==> src/rtl/lobm_pkg.sv <==
// ----------------------------------------------------------------------------
// lobm_pkg
// Shared types, constants and helpers of the limit order book matcher.
// ----------------------------------------------------------------------------
package lobm_pkg;

    localparam int SLOT_N       = 32;
    localparam int SLOT_W       = $clog2(SLOT_N);
    localparam int LINK_W       = SLOT_W + 1;
    localparam int TOKENS       = 4;
    localparam int PRICE_LEVELS = 256;
    localparam int TOK_W        = 2;
    localparam int PRICE_W      = 8;
    localparam int QTY_W        = 31;
    localparam int ID_W         = 32;
    localparam int SEQ_W        = 32;
    localparam int LV_W         = TOK_W + 1 + PRICE_W;
    localparam int LV_N         = 1 << LV_W;
    localparam int OCC_BITS     = 64;
    localparam int BIT_W        = $clog2(OCC_BITS);
    localparam int OCC_N        = LV_N / OCC_BITS;
    localparam int OCC_W        = LV_W - BIT_W;
    localparam int PW_W         = PRICE_W - BIT_W;
    localparam int MAX_RES      = 64;
    localparam int CNT_W        = $clog2(MAX_RES) + 1;

    localparam logic [LINK_W-1:0] NIL = LINK_W'(SLOT_N);

    typedef enum logic [1:0] {
        REQ_NEW  = 2'd0,
        REQ_MOD  = 2'd1,
        REQ_CAN  = 2'd2,
        REQ_NONE = 2'd3
    } req_kind_t;

    typedef enum logic [1:0] {
        MSG_NEW    = 2'd0,
        MSG_CANCEL = 2'd1,
        MSG_TRADE  = 2'd2,
        MSG_REJECT = 2'd3
    } msg_kind_t;

    typedef struct packed {
        req_kind_t          kind;
        logic [TOK_W-1:0]   tok;
        logic               side;
        logic [PRICE_W-1:0] price;
        logic [QTY_W-1:0]   qty;
        logic [ID_W-1:0]    ref_id;
    } req_t;

    typedef struct packed {
        msg_kind_t          kind;
        logic [SEQ_W-1:0]   seq;
        logic [ID_W-1:0]    id;
        logic [TOK_W-1:0]   tok;
        logic [PRICE_W-1:0] price;
        logic [QTY_W-1:0]   qty;
        logic               last;
    } msg_t;

    typedef struct packed {
        logic               side;
        logic [TOK_W-1:0]   tok;
        logic [PRICE_W-1:0] price;
        logic [QTY_W-1:0]   qty;
        logic [ID_W-1:0]    id;
    } slot_t;

    typedef enum logic [4:0] {
        S_IDLE,
        S_FIND_RD,
        S_FIND_CHK,
        S_EMIT_REJ,
        S_EMIT_CAN,
        S_RELOAD,
        S_EMIT_NEW,
        S_UL0,
        S_UL1,
        S_AP0,
        S_AP1,
        S_AP2,
        S_M_START,
        S_M_SCAN,
        S_M_HEAD,
        S_M_SLOT,
        S_M_FILL,
        S_M_T1,
        S_M_T2,
        S_M_END,
        S_FINISH
    } eng_state_t;

    function automatic logic [LV_W-1:0] lvl(input logic [TOK_W-1:0] tok,
                                            input logic side,
                                            input logic [PRICE_W-1:0] price);
        return {tok, side, price};
    endfunction

endpackage

==> src/rtl/lobm_front.sv <==
// ----------------------------------------------------------------------------
// lobm_front
// Accepts request items, decodes and saturates them, and queues them for
// the matching engine. Unused request types are dropped here.
// ----------------------------------------------------------------------------
module lobm_front (
    input  logic                aclk,
    input  logic                aresetn,
    input  logic                in_valid,
    output logic                in_ready,
    input  logic [1:0]          in_type,
    input  logic [79:0]         in_data,
    output logic                q_valid,
    output lobm_pkg::req_t      q_data,
    input  logic                q_pop
);
    import lobm_pkg::*;

    req_t       q_mem [2];
    logic       wr_ptr_reg, wr_ptr_next;
    logic       rd_ptr_reg, rd_ptr_next;
    logic [1:0] cnt_reg, cnt_next;
    req_t       cls;
    logic       push;

    always_comb begin
        cls.kind   = req_kind_t'(in_type);
        cls.tok    = in_data[1:0];
        cls.side   = in_data[2];
        cls.price  = in_data[10:3];
        cls.qty    = in_data[41:11];
        cls.ref_id = in_data[73:42];
        if ({30'd0, cls.tok} >= TOKENS) begin
            cls.tok = TOK_W'(TOKENS - 1);
        end
        if ({24'd0, cls.price} >= PRICE_LEVELS) begin
            cls.price = PRICE_W'(PRICE_LEVELS - 1);
        end
    end

    assign in_ready = (cnt_reg != 2'd2);
    assign push     = in_valid && in_ready && (cls.kind != REQ_NONE);
    assign q_valid  = (cnt_reg != 2'd0);
    assign q_data   = q_mem[rd_ptr_reg];

    always_comb begin
        wr_ptr_next = wr_ptr_reg;
        rd_ptr_next = rd_ptr_reg;
        cnt_next    = cnt_reg;
        if (push) begin
            wr_ptr_next = ~wr_ptr_reg;
        end
        if (q_pop && q_valid) begin
            rd_ptr_next = ~rd_ptr_reg;
        end
        if (push && !(q_pop && q_valid)) begin
            cnt_next = cnt_reg + 2'd1;
        end else if (!push && q_pop && q_valid) begin
            cnt_next = cnt_reg - 2'd1;
        end
    end

    always_ff @(posedge aclk) begin
        if (!aresetn) begin
            wr_ptr_reg <= 1'b0;
            rd_ptr_reg <= 1'b0;
            cnt_reg    <= 2'd0;
        end else begin
            wr_ptr_reg <= wr_ptr_next;
            rd_ptr_reg <= rd_ptr_next;
            cnt_reg    <= cnt_next;
        end
    end

    always_ff @(posedge aclk) begin
        if (push) begin
            q_mem[wr_ptr_reg] <= cls;
        end
    end

endmodule

==> config.mk <==
export PLATFORM = sky130hd
export DESIGN_NAME = lobm_front
export DESIGN_NICKNAME = d
export VERILOG_FILES = /design/src/rtl/lobm_pkg.sv /design/src/rtl/lobm_front.sv
export SDC_FILE = /design/constraint.sdc
export NUM_CORES = 1
export LEC_CHECK = 0
export BUFFER_PORTS_ARGS = -buffer_cell sky130_fd_sc_hd__buf_2
export CAP_MARGIN = 10
export CORE_MARGIN = 2
export CORE_UTILIZATION = 55
export CTS_CLUSTER_SIZE = 24
export DETAILED_ROUTE_END_ITERATION = 12
export PLACE_DENSITY = 0.82
export SYNTH_ARGS = -nofsm -noshare
export SYNTH_HDL_FRONTEND = slang
export SYNTH_SLANG_ARGS = --single-unit
==> constraint.sdc <==
create_clock -name aclk -period 18.3 [get_ports aclk]
set_input_delay 3.66 -clock aclk [delete_from_list [all_inputs] [get_ports aclk]]
set_output_delay 3.66 -clock aclk [all_outputs]
set_load 0.05 [all_outputs]
[Word level (Yosys, flattened, before mapping)]
Memory sizes are Yosys's and may differ from the RTL's. A register that Yosys moved wholly into a read port is not among the register bits.
Index checks and enable logic that the tools add are counted.
Cells by class
  $lt $le $gt $ge: 0
  mux-type cells: 6
  multiply operators: 0
  eq/ne operators: 2
  shifts and indexed selects: 0
  reduce and logical (&&, ||, !) cells: 10
  $add $sub $neg: 2
  div/mod/pow operators: 0
  bitwise gates (word level): 2
Operator list (count)
  logical AND 1 bit: 6
  2-to-1 mux 1 bit: 4
  2-to-1 mux 2 bit: 2
  inequality test 2 bit (second input constant): 2
  nonzero test 2 bit: 2
  adder 2 x 1 -> 2 bit (second input constant): 1
  zero test 1 bit: 2
  inverter 1 bit: 2
  subtractor 2 x 1 -> 2 bit (second input constant): 1
Storage, ports and cells
  input port bits: 86
  latch bits: 0
  register bits after elaboration: 4
  output and inout port bits: 78
  RAM bits: 152
  memories: 1
  word-level logic and storage cells: 26
  ROM bits: 0
Memories
  q_mem: words 2, bits a word 76, read ports 1, clocked after memory_dff 1, write ports 1, RTL line lobm_front.sv:19  | req_t q_mem [2];

[Depth between registers and ports, before layout]
  word-level depth: 8
  mapped depth: 4
  mapped depth without buffers: 4

[Worst setup path before layout]
Ideal clock, no wire load.
  path kind: input -> register
  start point: in in_valid
  end point: mem q_mem[0][0] in the netlist's numbering, enable pin
  required time: 17693 ps
  stages on the path: 2
  library setup time: 607 ps
  setup slack: 8591 ps
  arrival: 9102 ps
  cell sequence: a21bo_2 > nor3_1
Between the ends
  cells in the longest elaborated chain, start to end: 4
Ends and longest elaborated chain
  start: declaration: RTL line lobm_front.sv:9  | input logic in_valid,
  logical AND 1 bit (2 in series): RTL line lobm_front.sv:42  | assign push = in_valid && in_ready && (cls.kind != REQ_NONE);
  2-to-1 mux 1 bit: RTL line lobm_front.sv:76  | if (push) begin
  2-to-1 mux 1 bit (implied by the code): RTL line lobm_front.sv:77  | q_mem[wr_ptr_reg] <= cls;
  end: declaration: RTL line lobm_front.sv:19
No other way between the ends.

==> results by group <==
Outcome
  • Status: complete, no violations

Critical path
  • Kind of critical path: reg2out
  • Worst r2r path cells: 3
  • R2r endpoint: q_mem[1][60]$_DFFE_PP_
  • Worst Setup EP: q_data[63]
  • R2r setup slk: 16320 ps
  • Worst EP arrival: 2230 ps
  • Crit. End Element: primary output
  • CP startpoint kind: register
  • Crit path required time: 14640 ps
  • Critical R2R Launch: cnt_reg[0]$_SDFFE_PN0P_
  • CP Max Fanout: 76

Logic synthesis
  • Netlist cell types: 25
  • Ranking of synthesized cells by area: edfxtp_1 79%, mux2_2 15%, dfxtp_1 1.7%
  • Seq/Total Area, Yosys: 81.0%
  • Yosys top cell area share: 79.3%
  • Yosys reg bits: 157
  • EDFF count, synth: 152
  • Dominant synthesized flop cell: edfxtp_1
  • Synth top cells by count: 152 x edfxtp_1, 76 x mux2_2, 5 x dfxtp_1, 4 x buf_6
  • Post-synthesis cell area: 5760 µm²
  • Cell with the most instances after synthesis: edfxtp_1
  • Synth Area per Inst: 21.8 µm²
  • Syn nets: 350
  • Yosys warning count: 0
  • Mapped Cells: 264
  • Async SR Flop Fraction: 0%
  • Cell taking the most area after synthesis: edfxtp_1

CTS
  • CTS HTree Levels: 4
  • CTS tree: built
  • Num CTS Buffers: 17
  • CTS Hold Bufs: 0
  • Root Buffer: clkbuf_8
  • Clock transition at the registers of the reported paths: 60 ps
  • Worst skew pair latency: 520 ps
  • Setup bufs post-CTS: 0
  • Post-CTS Resized: 0
  • Clk buf depth: 2
  • Clk sinks: 157

Pwr
  • Power share of the clock group: 38.1%
  • Switching Fraction: 26.3%
  • Pleak: 2.70 nW
  • Power Dens Cells: 124 nW/µm²
  • Internal Power: 0.000662 W
  • Psw: 0.000236 W
  • Logic pwr share: 14.5%
  • Peak VDD IR: 86.7 µV
  • Sequential share of power: 47.5%

Place
  • Placed insts: 551
  • RD Place Congestion: 0.716
  • Placed inst area: 6680 µm²
  • I/O Buffers: 157
  • Post-DP HPWL: 6.18 mm

Routing
  • DR vias/cell: 5.09
  • DR WL/cell: 16.8 µm
  • DR iter-0 viols: 151
  • Detailed Route WL: 9.83 mm
  • DR DRC count: 0
  • Final ANT Viol Nets: 0
  • 1st-pass router iterations: 4
  • DR vias: 2970

Die
  • Die span in x: 106 µm
  • Ports: 164
  • Rows: 37
  • Die ar.: 11300 µm²
  • Initial Util: 56.3%
  • Total core area: 10200 µm²
  • Die height: 106 µm

STA
  • Slew HR: 31.2%
  • Period utilisation layout: 32.2%
  • Worst Tran Pin Value: 1030 ps
  • Slew Viols, Final: 0
  • Final Setup Violations: 0
  • RSZ-0062 raised after global routing: false
  • Min cycle time layout: 5890 ps
  • Setup TNS: 0 ps
  • Fin Hold WS: 514 ps
  • F_max: 170 MHz
  • Hold Fails Final Rpt: 0
  • Clock Skew: 8.59 ps

GRT
  • Largest net degree at the start of global routing: 77
  • Grt ovf: 0
  • All-Layer GR Usage: 17.9%
  • Initial antenna violation count: 1
  • Wire length of the first global-routing pass: 14.9 mm
  • Number of global-route vias before repair: 3062

Cells and area
  • Multi-input gate area: 1030 µm²
  • FF+latch area: 4670 µm²
  • # nets final: 520
  • Max reg flops: 152
  • Fin cells: 584
  • Final instance area: 7270 µm²
  • Layout cell share with drive strength beyond 1: 61.1%
  • Fill cell count: 675
  • Layout Area Growth over Synthesis: 26.2%

Flow run
  • Max_cap viols: 0

Hold path
  • Worst hold path type: reg2reg
  • Hold Crit Depth: 2
## cell type report
class / count / area share, %
inverters: 2 / 0.103
well taps: 136 / 2.34
clock buffers: 18 / 5.75
repair buffers: 159 / 11.0
diodes: 1 / 0.0344
clock inverters: 14 / 2.34
multi-input cells: 97 / 14.2
flip-flops and latches: 157 / 64.3
## layout by cell type (no fill, tap or decap), drive strengths merged
cell type	count
clkbuf	18
or2	1
edfxtp	152
o21ai	1
a2111oi	1
nor2b	1
nor2	3
o2bb2a	1
xor2	1
o21a	1
nand3b	1
a21bo	1
nand2	2
bufinv	3
inv	3
nor4	1
a21boi	2
buf	159
and2b	1
diode	1
dfxtp	5
clkinv	8
clkinvlp	2
mux2	76
and3	1
a31oi	1
nor3	1
## layer usage
layer	wire length (µm)	GRT usage, %	vias up
li1	-	-	1394
met1	3640	19.9	1458
met2	5140	29.7	106
met3	884	8.09	12
met4	159	7.89	0
met5	0	0	-
## power by group through the flow
stage          logic (W)  registers, W  clock network (W)
2_1_floorplan   0.000106      0.000428                  0
3_3_place_gp    0.000128      0.000432                  0
3_5_place_dp    0.000131      0.000434                  0
4_1_cts         0.000131      0.000426           0.000347
5_1_grt         0.000136      0.000428           0.000360
6_report        0.000130      0.000426           0.000342
## worst max-delay path, cell delays in order (launching register included)
cell	delay (ps)
dfxtp_4	1010
mux2_2	430
buf_2	220
## cells by family after synthesis
logic type      after synthesis  synth area share [%]
compound gates                8                  1.37
flops                       157                  81.0
xor+xnor                      1                 0.152
mux                          76                  14.9
buf+inv                      10                  1.30
simple gates                 12                  1.30
## how the worst min path moves through the flow
stage                             from                      end  slack [ps]
2_1_floorplan  rd_ptr_reg$_SDFFE_PN0P_                 register         470
3_3_place_gp   rd_ptr_reg$_SDFFE_PN0P_  rd_ptr_reg$_SDFFE_PN0P_         490
3_5_place_dp   rd_ptr_reg$_SDFFE_PN0P_                 register         490
4_1_cts        rd_ptr_reg$_SDFFE_PN0P_                 register         520
5_1_grt        rd_ptr_reg$_SDFFE_PN0P_                 register         540
6_report       rd_ptr_reg$_SDFFE_PN0P_                 register         510
## stage by stage
stage / util [%] / setup WS, ps / total power (W)
2_1_floorplan: - / 8590 / 0.000534
3_3_place_gp: 65.2 / 12850 / 0.000561
3_5_place_dp: 65.2 / 12830 / 0.000564
4_1_cts: 71.0 / 12380 / 0.000905
5_1_grt: 71.0 / 12300 / 0.000924
6_report: 71.0 / 12410 / 0.000898
Note: power is estimated with default switching activity, not from simulation.
