===== src/rtl/lobm_pkg.sv =====
// ----------------------------------------------------------------------------
// lobm_pkg
// Shared types, constants and helpers of the limit order book matcher.
// ----------------------------------------------------------------------------
package lobm_pkg;

    localparam int SLOT_N       = 32;
    localparam int SLOT_W       = $clog2(SLOT_N);
    localparam int LINK_W       = SLOT_W + 1;
    localparam int TOKENS       = 4;
    localparam int PRICE_LEVELS = 256;
    localparam int TOK_W        = 2;
    localparam int PRICE_W      = 8;
    localparam int QTY_W        = 31;
    localparam int ID_W         = 32;
    localparam int SEQ_W        = 32;
    localparam int LV_W         = TOK_W + 1 + PRICE_W;
    localparam int LV_N         = 1 << LV_W;
    localparam int OCC_BITS     = 64;
    localparam int BIT_W        = $clog2(OCC_BITS);
    localparam int OCC_N        = LV_N / OCC_BITS;
    localparam int OCC_W        = LV_W - BIT_W;
    localparam int PW_W         = PRICE_W - BIT_W;
    localparam int MAX_RES      = 64;
    localparam int CNT_W        = $clog2(MAX_RES) + 1;

    localparam logic [LINK_W-1:0] NIL = LINK_W'(SLOT_N);

    typedef enum logic [1:0] {
        REQ_NEW  = 2'd0,
        REQ_MOD  = 2'd1,
        REQ_CAN  = 2'd2,
        REQ_NONE = 2'd3
    } req_kind_t;

    typedef enum logic [1:0] {
        MSG_NEW    = 2'd0,
        MSG_CANCEL = 2'd1,
        MSG_TRADE  = 2'd2,
        MSG_REJECT = 2'd3
    } msg_kind_t;

    typedef struct packed {
        req_kind_t          kind;
        logic [TOK_W-1:0]   tok;
        logic               side;
        logic [PRICE_W-1:0] price;
        logic [QTY_W-1:0]   qty;
        logic [ID_W-1:0]    ref_id;
    } req_t;

    typedef struct packed {
        msg_kind_t          kind;
        logic [SEQ_W-1:0]   seq;
        logic [ID_W-1:0]    id;
        logic [TOK_W-1:0]   tok;
        logic [PRICE_W-1:0] price;
        logic [QTY_W-1:0]   qty;
        logic               last;
    } msg_t;

    typedef struct packed {
        logic               side;
        logic [TOK_W-1:0]   tok;
        logic [PRICE_W-1:0] price;
        logic [QTY_W-1:0]   qty;
        logic [ID_W-1:0]    id;
    } slot_t;

    typedef enum logic [4:0] {
        S_IDLE,
        S_FIND_RD,
        S_FIND_CHK,
        S_EMIT_REJ,
        S_EMIT_CAN,
        S_RELOAD,
        S_EMIT_NEW,
        S_UL0,
        S_UL1,
        S_AP0,
        S_AP1,
        S_AP2,
        S_M_START,
        S_M_SCAN,
        S_M_HEAD,
        S_M_SLOT,
        S_M_FILL,
        S_M_T1,
        S_M_T2,
        S_M_END,
        S_FINISH
    } eng_state_t;

    function automatic logic [LV_W-1:0] lvl(input logic [TOK_W-1:0] tok,
                                            input logic side,
                                            input logic [PRICE_W-1:0] price);
        return {tok, side, price};
    endfunction

endpackage


===== src/rtl/lobm_out_fifo.sv =====
// ----------------------------------------------------------------------------
// lobm_out_fifo
// Two-entry message queue that decouples the engine from the result stream.
// ----------------------------------------------------------------------------
module lobm_out_fifo (
    input  logic            aclk,
    input  logic            aresetn,
    input  logic            wr_valid,
    output logic            wr_ready,
    input  lobm_pkg::msg_t  wr_data,
    output logic            rd_valid,
    input  logic            rd_ready,
    output lobm_pkg::msg_t  rd_data
);
    import lobm_pkg::*;

    msg_t       mem [2];
    logic       wr_ptr_reg, wr_ptr_next;
    logic       rd_ptr_reg, rd_ptr_next;
    logic [1:0] cnt_reg, cnt_next;
    logic       do_wr, do_rd;

    assign wr_ready = (cnt_reg != 2'd2);
    assign rd_valid = (cnt_reg != 2'd0);
    assign rd_data  = mem[rd_ptr_reg];
    assign do_wr    = wr_valid && wr_ready;
    assign do_rd    = rd_valid && rd_ready;

    always_comb begin
        wr_ptr_next = do_wr ? ~wr_ptr_reg : wr_ptr_reg;
        rd_ptr_next = do_rd ? ~rd_ptr_reg : rd_ptr_reg;
        cnt_next    = cnt_reg;
        if (do_wr && !do_rd) begin
            cnt_next = cnt_reg + 2'd1;
        end else if (!do_wr && do_rd) begin
            cnt_next = cnt_reg - 2'd1;
        end
    end

    always_ff @(posedge aclk) begin
        if (!aresetn) begin
            wr_ptr_reg <= 1'b0;
            rd_ptr_reg <= 1'b0;
            cnt_reg    <= 2'd0;
        end else begin
            wr_ptr_reg <= wr_ptr_next;
            rd_ptr_reg <= rd_ptr_next;
            cnt_reg    <= cnt_next;
        end
    end

    always_ff @(posedge aclk) begin
        if (do_wr) begin
            mem[wr_ptr_reg] <= wr_data;
        end
    end

endmodule


===== config.mk =====
export PLATFORM = sky130hd
export DESIGN_NAME = lobm_out_fifo
export DESIGN_NICKNAME = d
export VERILOG_FILES = /design/src/rtl/lobm_pkg.sv /design/src/rtl/lobm_out_fifo.sv
export SDC_FILE = /design/constraint.sdc
export NUM_CORES = 1
export LEC_CHECK = 0
export ABC_AREA = 1
export BUFFER_PORTS_ARGS = -buffer_cell sky130_fd_sc_hd__buf_2
export CAP_MARGIN = 40
export CORE_MARGIN = 5
export CORE_UTILIZATION = 50
export CTS_CLUSTER_SIZE = 25
export DETAILED_ROUTE_END_ITERATION = 12
export PLACE_DENSITY = 0.8
export SETUP_SLACK_MARGIN = 0.5
export SKIP_CTS_REPAIR_TIMING = 1
export SLEW_MARGIN = 10
export SYNTH_ARGS = -nofsm -noshare
export SYNTH_HDL_FRONTEND = slang
export SYNTH_SLANG_ARGS = --single-unit
export TNS_END_PERCENT = 10

===== constraint.sdc =====
create_clock -name aclk -period 11.3 [get_ports aclk]
set_input_delay 1.695 -clock aclk [delete_from_list [all_inputs] [get_ports aclk]]
set_output_delay 1.695 -clock aclk [all_outputs]
set_load 0.05 [all_outputs]

== After elaboration in Yosys (flattened, before gate mapping) ==
Memory sizes are Yosys's and may differ from the RTL's. A register that Yosys moved wholly into a read port is not among the register bits.
Cells that the tools add are included.

* Register bits: 4
* Output and inout port bits: 110
* Input bits: 112
* RAM bits: 216
* Memories: 1

* Equal/unequal tests: 1
* Mux-type cells: 6
* $add $sub $neg: 2
* Reductions and logical operators: 8
* Bitwise logic cells: 2

{| class="wikitable"
|+ Memory list
! memory !! depth !! width !! read ports !! clocked after memory_dff !! write ports !! RTL line !! text
|-
| mem || 2 || 108 || 1 || 1 || 1 || lobm_out_fifo.sv:17 || <nowiki>msg_t mem [2];</nowiki>
|}

{| class="wikitable"
|+ Operator list
! kind !! count
|-
| $logic_and 1x1->1 || 4
|-
| $mux 1 || 4
|-
| $mux 2 || 2
|-
| $reduce_bool 2->1 || 2
|-
| $add 2x1->2 const B || 1
|-
| $logic_not 1->1 || 2
|-
| $ne 2x2->1 const B || 1
|-
| $not 1->1 || 2
|-
| $sub 2x1->2 const B || 1
|}

== Longest topological paths before layout ==
Gate-level depths: netlist (run 1).

* Word-level depth: 6
* Depth in mapped cells: 11
* Depth with buffers taken out: 11

== Least setup slack after synthesis (run 1) ==
Ideal clock, no wire load.

* Kind: input to register
* Start: input wr_valid
* End: memory mem[0][0] (netlist name), enable pin
* Stages: 2
* Slack: 4,418 ps
* Data arrival time: 6,306 ps
* Setup time: 576 ps
* Path through: nand2_1 > nor2_1

* Cells in the longest elaborated chain, start to end: 3

{| class="wikitable"
|+ Ends and longest elaborated chain
! what !! RTL line !! text
|-
| start: declaration || lobm_out_fifo.sv:8 || <nowiki>input logic wr_valid,</nowiki>
|-
| $logic_and 1x1->1 || lobm_out_fifo.sv:26 || <nowiki>assign do_wr = wr_valid && wr_ready;</nowiki>
|-
| $mux 1 || lobm_out_fifo.sv:53 || <nowiki>if (do_wr) begin</nowiki>
|-
| $mux 1 (not written as such) || lobm_out_fifo.sv:54 || <nowiki>mem[wr_ptr_reg] <= wr_data;</nowiki>
|-
| end: declaration || lobm_out_fifo.sv:17 ||
|}

Every way passes these cells.

==> flow_summary.yaml, run 1 <==
worst_setup_path:
  crit_required_ps: 9610
  r2r_slack_ps: 8820
  worstSetupPathType: "reg2out"
  ff2ff_path_depth: 7
  slowest_delay_ps: 760
  cpMaxStageDelayCell: "dfxtp_4"
  critical_path.startpoint_type: "flip-flop"
  cp-end-kind: "output port"
  worstReg2RegStart: "cnt_reg[0]$_SDFFE_PN0P_"
  cp.arrival_ps: 2470
  critPathMaxFanout: 59
  rr_endpoint: "mem[1][73]$_DFFE_PP_"
  crit_chain: "buf_4 > buf_16 > mux2_2 > buf_2"
global_routing:
  overflow: 0
  grt_pass1_vias: 4556
  grt_max_degree: 61
  grt_first_pass_wirelength_mm: 22.57
  grt_use_total: 0.1534
  antenna_found_initial: 1
hold_path:
  hold_class: "reg2reg"
  hold_start: "rd_ptr_reg$_SDFFE_PN0P_"
  min_path_cells: 2
yosys:
  postSynthAreaPerCell_um2: 21.72
  synth_edf_count: 216
  ys_types: 15
  synth_area_leaders: "edfxtp_1 80%, mux2_2 12%, mux2_4 3.7%"
  seq_area_frac_synth: 0.8128
  async_reset_ff_frac: 0
  synth-seq-cells: 221
  synth_top_cell_by_area: "edfxtp_1"
  synth_top_area_frac: 0.8005
  netlist_instances: 373
  syn_area_um2: 8103
  syn_nets: 486
  yosysWarnings: 0
  yosys_most_used_dff: "edfxtp_1"
placement:
  dp_hpwl_mm: 10.62
  dpl_cell_area_um2: 9515
  gp_congestion: 0.7413
  port_buffers: 221
  post-place-cells: 805
detailed_routing:
  drt-wirelength-per-cell_um: 17.89
  ant_nets: 0
  num_vias: 4183
  viasPerCell: 4.968
  post-route-drc-count: 0
  drt_iter0_drc: 209
  routed_wl_mm: 15.06
  first_pass_iters: 4
timing:
  worstMarginPinSlew_ps: 634.4
  slew_violations: 0
  hold_viol: 0
  slew_headroom: 0.5771
  fin_skew_ps: 14.41
  rsz0062_at_grt: "false"
  post-route-period-util: 0.3683
  fin_crit_ps: 4161
  tns_ps: 0
  setup_viol_count_final: 0
  fmax_ghz: 0.2403
  fin_hold_ws_ps: 519.0
final_layout:
  seq_area_um2: 6590
  antennaDiodeCount: 0
  nFillCells: 1140
  instances_no_fill: 842
  largest_register_ffs: 216
  layout.nets: 727
  drive_gt1_frac: 0.5911
  syn2layout_area_growth_pct: 26.54
  fin_area_um2: 10250
  multi_input_area_um2: 1416
clock_tree:
  cts-root-buf: "clkbuf_16"
  cts_sinks: 221
  cts_tree: "built"
  clockBufferDepth: 3
  htreeDepth: 1
  insertion_delay_ps: 490
  clk_pin_slew_ps: 60
  cts_made_buffers: 22
die:
  initial_core_util: 0.5101
  core_area_um2: 15890
  die_h_um: 137.3
  die-area_um2: 18850
  die_w_um: 137.3
  ioPinCount: 222
  rows: 46
power:
  totalPowerFinal_uw: 2633
  power_density_nw_per_um2: 256.8
  ir_drop_mv: 0.1840
  power_leakage_uw: 0.003889
outcome:
  status: "finished, final reports clean"
run:
  maxCapViolCount: 0
==> critical path, delay by kind of cell (launching register included) <==
kind | cells | cell delay (ps)
flops | 1 | 760
buf+inv | 3 | 760
mux | 1 | 400
==> power by group <==
group	total, uW	internal (uW)	switching [uW]
Combinational	849	241	608
Sequential	1080	1040	43.5
Clock	705	435	270
==> how the worst max path moves through the flow <==
stage | startpoint | slack [ps] | to | depth (start not counted)
detailed placement | flip-flop | 7320 | rd_data[79] | 3
finish | flip-flop | 7140 | rd_data[76] | 4
floorplan | wr_valid | 4420 | mem[0][0]$_DFFE_PP_ | 2
global route | flip-flop | 7010 | rd_data[79] | 4
CTS | flip-flop | 6780 | rd_data[79] | 3
global placement | wr_valid | 7170 | mem[1][92]$_DFFE_PP_ | 4
==> stage by stage <==
stage               utilization  setup slack (ps)
floorplan                     -              4418
global placement         0.5940              7170
detailed placement       0.5990              7322
CTS                      0.6437              6779
global route             0.6455              7013
finish                   0.6455              7139
==> placed cells by master, fill, tap and decap left out, types with 2 or more instances in the layout <==
cell	count
mux2_4	20
o21ai_0	2
edfxtp_1	216
buf_4	3
buf_12	4
nand2_1	9
clkinv_1	4
nor2_4	2
nor2_1	6
clkbuf_1	2
mux2_2	88
clkinv_2	3
buf_2	221
dfxtp_1	4
inv_1	8
bufinv_16	3
clkbuf_16	23
==> final cells by class <==
| type | instances | area share |
|---|---|---|
| well taps | 216 | 0.02636 |
| clock buffers | 25 | 0.05686 |
| flip-flops and latches | 221 | 0.6427 |
| inverters | 8 | 0.002929 |
| multi-input cells | 132 | 0.1381 |
| repair buffers | 229 | 0.1206 |
| clock inverters | 11 | 0.01245 |
==> metal layers <==
| metal | global-route usage | up-vias | part of all wire |
|---|---|---|---|
| li1 | - | 1938 | - |
| met1 | 0.1784 | 2043 | 0.36 |
| met2 | 0.2763 | 168 | 0.52 |
| met3 | 0.04602 | 32 | 0.093 |
| met4 | 0.04213 | 2 | 0.020 |
| met5 | 0 | - | 0.00086 |
==> cells by family (layout without fill, tap and decap cells) <==
kind of cell,after synthesis,in the layout,synth area share
mux,108,108,0.1594
buf+inv,20,273,0.01421
simple gates,19,19,0.009265
flops,221,221,0.8128
compound gates,4,4,0.002779
fa+ha+maj,1,1,0.001544
==> cells in the mapped netlist (2+ instances only) <==
master    count
mux2_2       88
nand2_1       9
inv_1         8
mux2_4       20
dfxtp_1       5
nor2_1        8
buf_6         4
edfxtp_1    216
buf_2         8
o21ai_0       2
(Power assumes the default switching activity.)
==> run 2: changes to the inputs <==
--- a/config.mk
+++ b/config.mk
@@ -5,14 +5,14 @@
 export SDC_FILE = /design/constraint.sdc
 export NUM_CORES = 1
 export LEC_CHECK = 0
-export ABC_AREA = 1
+export ABC_AREA = 0
 export BUFFER_PORTS_ARGS = -buffer_cell sky130_fd_sc_hd__buf_2
 export CAP_MARGIN = 40
 export CORE_MARGIN = 5
-export CORE_UTILIZATION = 50
+export CORE_UTILIZATION = 47
 export CTS_CLUSTER_SIZE = 25
 export DETAILED_ROUTE_END_ITERATION = 12
-export PLACE_DENSITY = 0.8
+export PLACE_DENSITY = 0.79
 export SETUP_SLACK_MARGIN = 0.5
 export SKIP_CTS_REPAIR_TIMING = 1
 export SLEW_MARGIN = 10
==> constraint.sdc (replaced) <==
create_clock -name aclk -period 3.8 [get_ports aclk]
set_input_delay 0.57 -clock aclk [delete_from_list [all_inputs] [get_ports aclk]]
set_output_delay 0.57 -clock aclk [all_outputs]
set_load 0.05 [all_outputs]
==> flow_summary.yaml, run 2 <==
outcome:
  status: "finished, final reports clean"
timing:
  hold_viol: 0
  fin_skew_ps: 9.477
  rsz0062_at_grt: "false"
  fmax_ghz: 0.3605
  fin_crit_ps: 2774
  slew_violations: 0
  post-route-period-util: 0.7299
  tns_ps: 0
  slew_headroom: 0.6546
  worstMarginPinSlew_ps: 518.1
  setup_viol_count_final: 0
detailed_routing:
  viasPerCell: 4.858
  drt-wirelength-per-cell_um: 17.77
  ant_nets: 0
  post-route-drc-count: 0
  first_pass_iters: 4
  routed_wl_mm: 14.93
  drt_iter0_drc: 183
  num_vias: 4081
worst_setup_path:
  rr_endpoint: "mem[1][16]$_DFFE_PP_"
  critPathBufInv: 2
  cpMaxStageDelayCell: "dfxtp_4"
  crit_chain: "buf_4 > mux2_2 > buf_2"
  cp-end-kind: "output port"
  critPathMaxFanout: 32
  worstReg2RegStart: "cnt_reg[0]$_SDFFE_PN0P_"
  cp.arrival_ps: 2200
  worstSetupPathType: "reg2out"
  critical_path.startpoint_type: "flip-flop"
  r2r_slack_ps: 1840
  slowest_delay_ps: 620
  ff2ff_path_depth: 3
  worst-path-stages: 3
  cpLargestDelayFamily: "buffers and inverters"
  crit_required_ps: 3230
global_routing:
  antenna_found_initial: 2
  grt_first_pass_wirelength_mm: 22.67
  grt_use_total: 0.1439
  grt_max_degree: 53
  grt_pass1_vias: 4465
  overflow: 0
clock_tree:
  cts_sinks: 221
  clockBufferDepth: 3
  htreeDepth: 1
  cts_tree: "built"
  cts_made_buffers: 22
  clk_pin_slew_ps: 60
  insertion_delay_ps: 490
  cts-root-buf: "clkbuf_16"
die:
  die-area_um2: 19970
  rows: 48
  die_w_um: 141.3
  core_area_um2: 17120
  initial_core_util: 0.4735
  die_h_um: 141.3
  ioPinCount: 222
power:
  ir_drop_mv: 0.5274
  power_leakage_uw: 0.003840
  totalPowerFinal_uw: 7881
  power_density_nw_per_um2: 773.0
placement:
  post-place-cells: 801
  gp_congestion: 0.7449
  port_buffers: 221
  dpl_cell_area_um2: 9517
  dp_hpwl_mm: 10.52
final_layout:
  syn2layout_area_growth_pct: 25.78
  final_common_cell: "buf_2"
  largest_register_ffs: 216
  layout_common_cells: "221 x buf_2, 216 x edfxtp_1, 88 x mux2_2"
  layout.nets: 713
  antennaDiodeCount: 0
  fin_area_um2: 10190
  instances_no_fill: 840
  nFillCells: 1276
  drive_gt1_frac: 0.6065
yosys:
  ys_types: 21
  seq_area_frac_synth: 0.8126
  async_reset_ff_frac: 0
  synth_edf_count: 216
  syn_area_um2: 8105
  postSynthAreaPerCell_um2: 22.51
  synth_area_leaders: "edfxtp_1 80%, mux2_2 12%, mux2_4 3.7%"
  synth.most_common_cell: "edfxtp_1"
  yosysWarnings: 0
  netlist_instances: 360
  syn_nets: 473
  synth_top_cell_by_area: "edfxtp_1"
  synth_top_area_frac: 0.8002
  synth-seq-cells: 221
  synth_commonest_cells: "216 x edfxtp_1, 88 x mux2_2, 20 x mux2_4, 8 x buf_2, 5 x dfxtp_1"
  yosys_most_used_dff: "edfxtp_1"
run:
  maxCapViolCount: 0
hold_path:
  hold_path_end: "mem[1][53]$_DFFE_PP_"
  min_path_cells: 1
  hold_start: "wr_data[53]"
  hold_class: "in2reg"
run 2: changes by cell type in the layout (fill, tap and decap cells not counted), sizes merged, moves of 2 or more:
cell    before  now
a21boi       0    2
and2         0    4
bufinv       3    1
clkinv       7   11
inv          8    2
nand2        9    0
nor2         8    0
xnor2        0    2
run 2: logic make-up after synthesis:
group / Yosys count / synth area share
flops: 221 / 0.8126
mux: 108 / 0.1593
buf+inv: 13 / 0.01096
simple gates: 9 / 0.008028
compound gates: 5 / 0.004322
xor+xnor: 3 / 0.003242
fa+ha+maj: 1 / 0.001543
run 2: final cells by class:
cell class                 instances  area [um2]  area share
sequential                       221        6590      0.6464
multi-input combinational        126        1435      0.1408
timing repair buffer             228        1204      0.1181
clock buffer                      26       586.8     0.05756
tap                              225       281.5     0.02761
clock inverter                    13       91.34    0.008959
inverter                           1       6.256   0.0006136
run 2: worst max path at each step:
stage                     slack, ps                    start             endpoint
after global routing            890                flip-flop         rd_data[100]
after CTS                       980                flip-flop         rd_data[100]
after global placement         1550                flip-flop         rd_data[100]
after detailed placement       1510                flip-flop         rd_data[100]
final                          1030                flip-flop         rd_data[100]
after floorplan                 480  cnt_reg[0]$_SDFFE_PN0P_  mem[0][0]$_DFFE_PP_
run 2: metal layers:
metal | up-vias | track usage | routed length (um)
met1 | 1966 | 0.1702 | 5636
met5 | - | 0 | 21
met3 | 33 | 0.04146 | 1215
met4 | 4 | 0.04437 | 344
met2 | 166 | 0.2551 | 7711
li1 | 1912 | - | -
run 2: stage by stage:
stage	setup WS (ps)	hold slack (ps)	utilization
after global routing	890.7	240.6	0.5956
after CTS	977.7	244.7	0.5956
after global placement	1553	527.6	0.5544
after floorplan	478.9	512.4	-
final	1026	266.4	0.5956
after detailed placement	1505	563.3	0.5560
run 2: where the power goes:
| group | switching [uW] | internal [uW] |
|---|---|---|
| clock | 820 | 1170 |
| sequential | 124 | 3040 |
| combinational | 1930 | 796 |
| total | 2870 | 5010 |
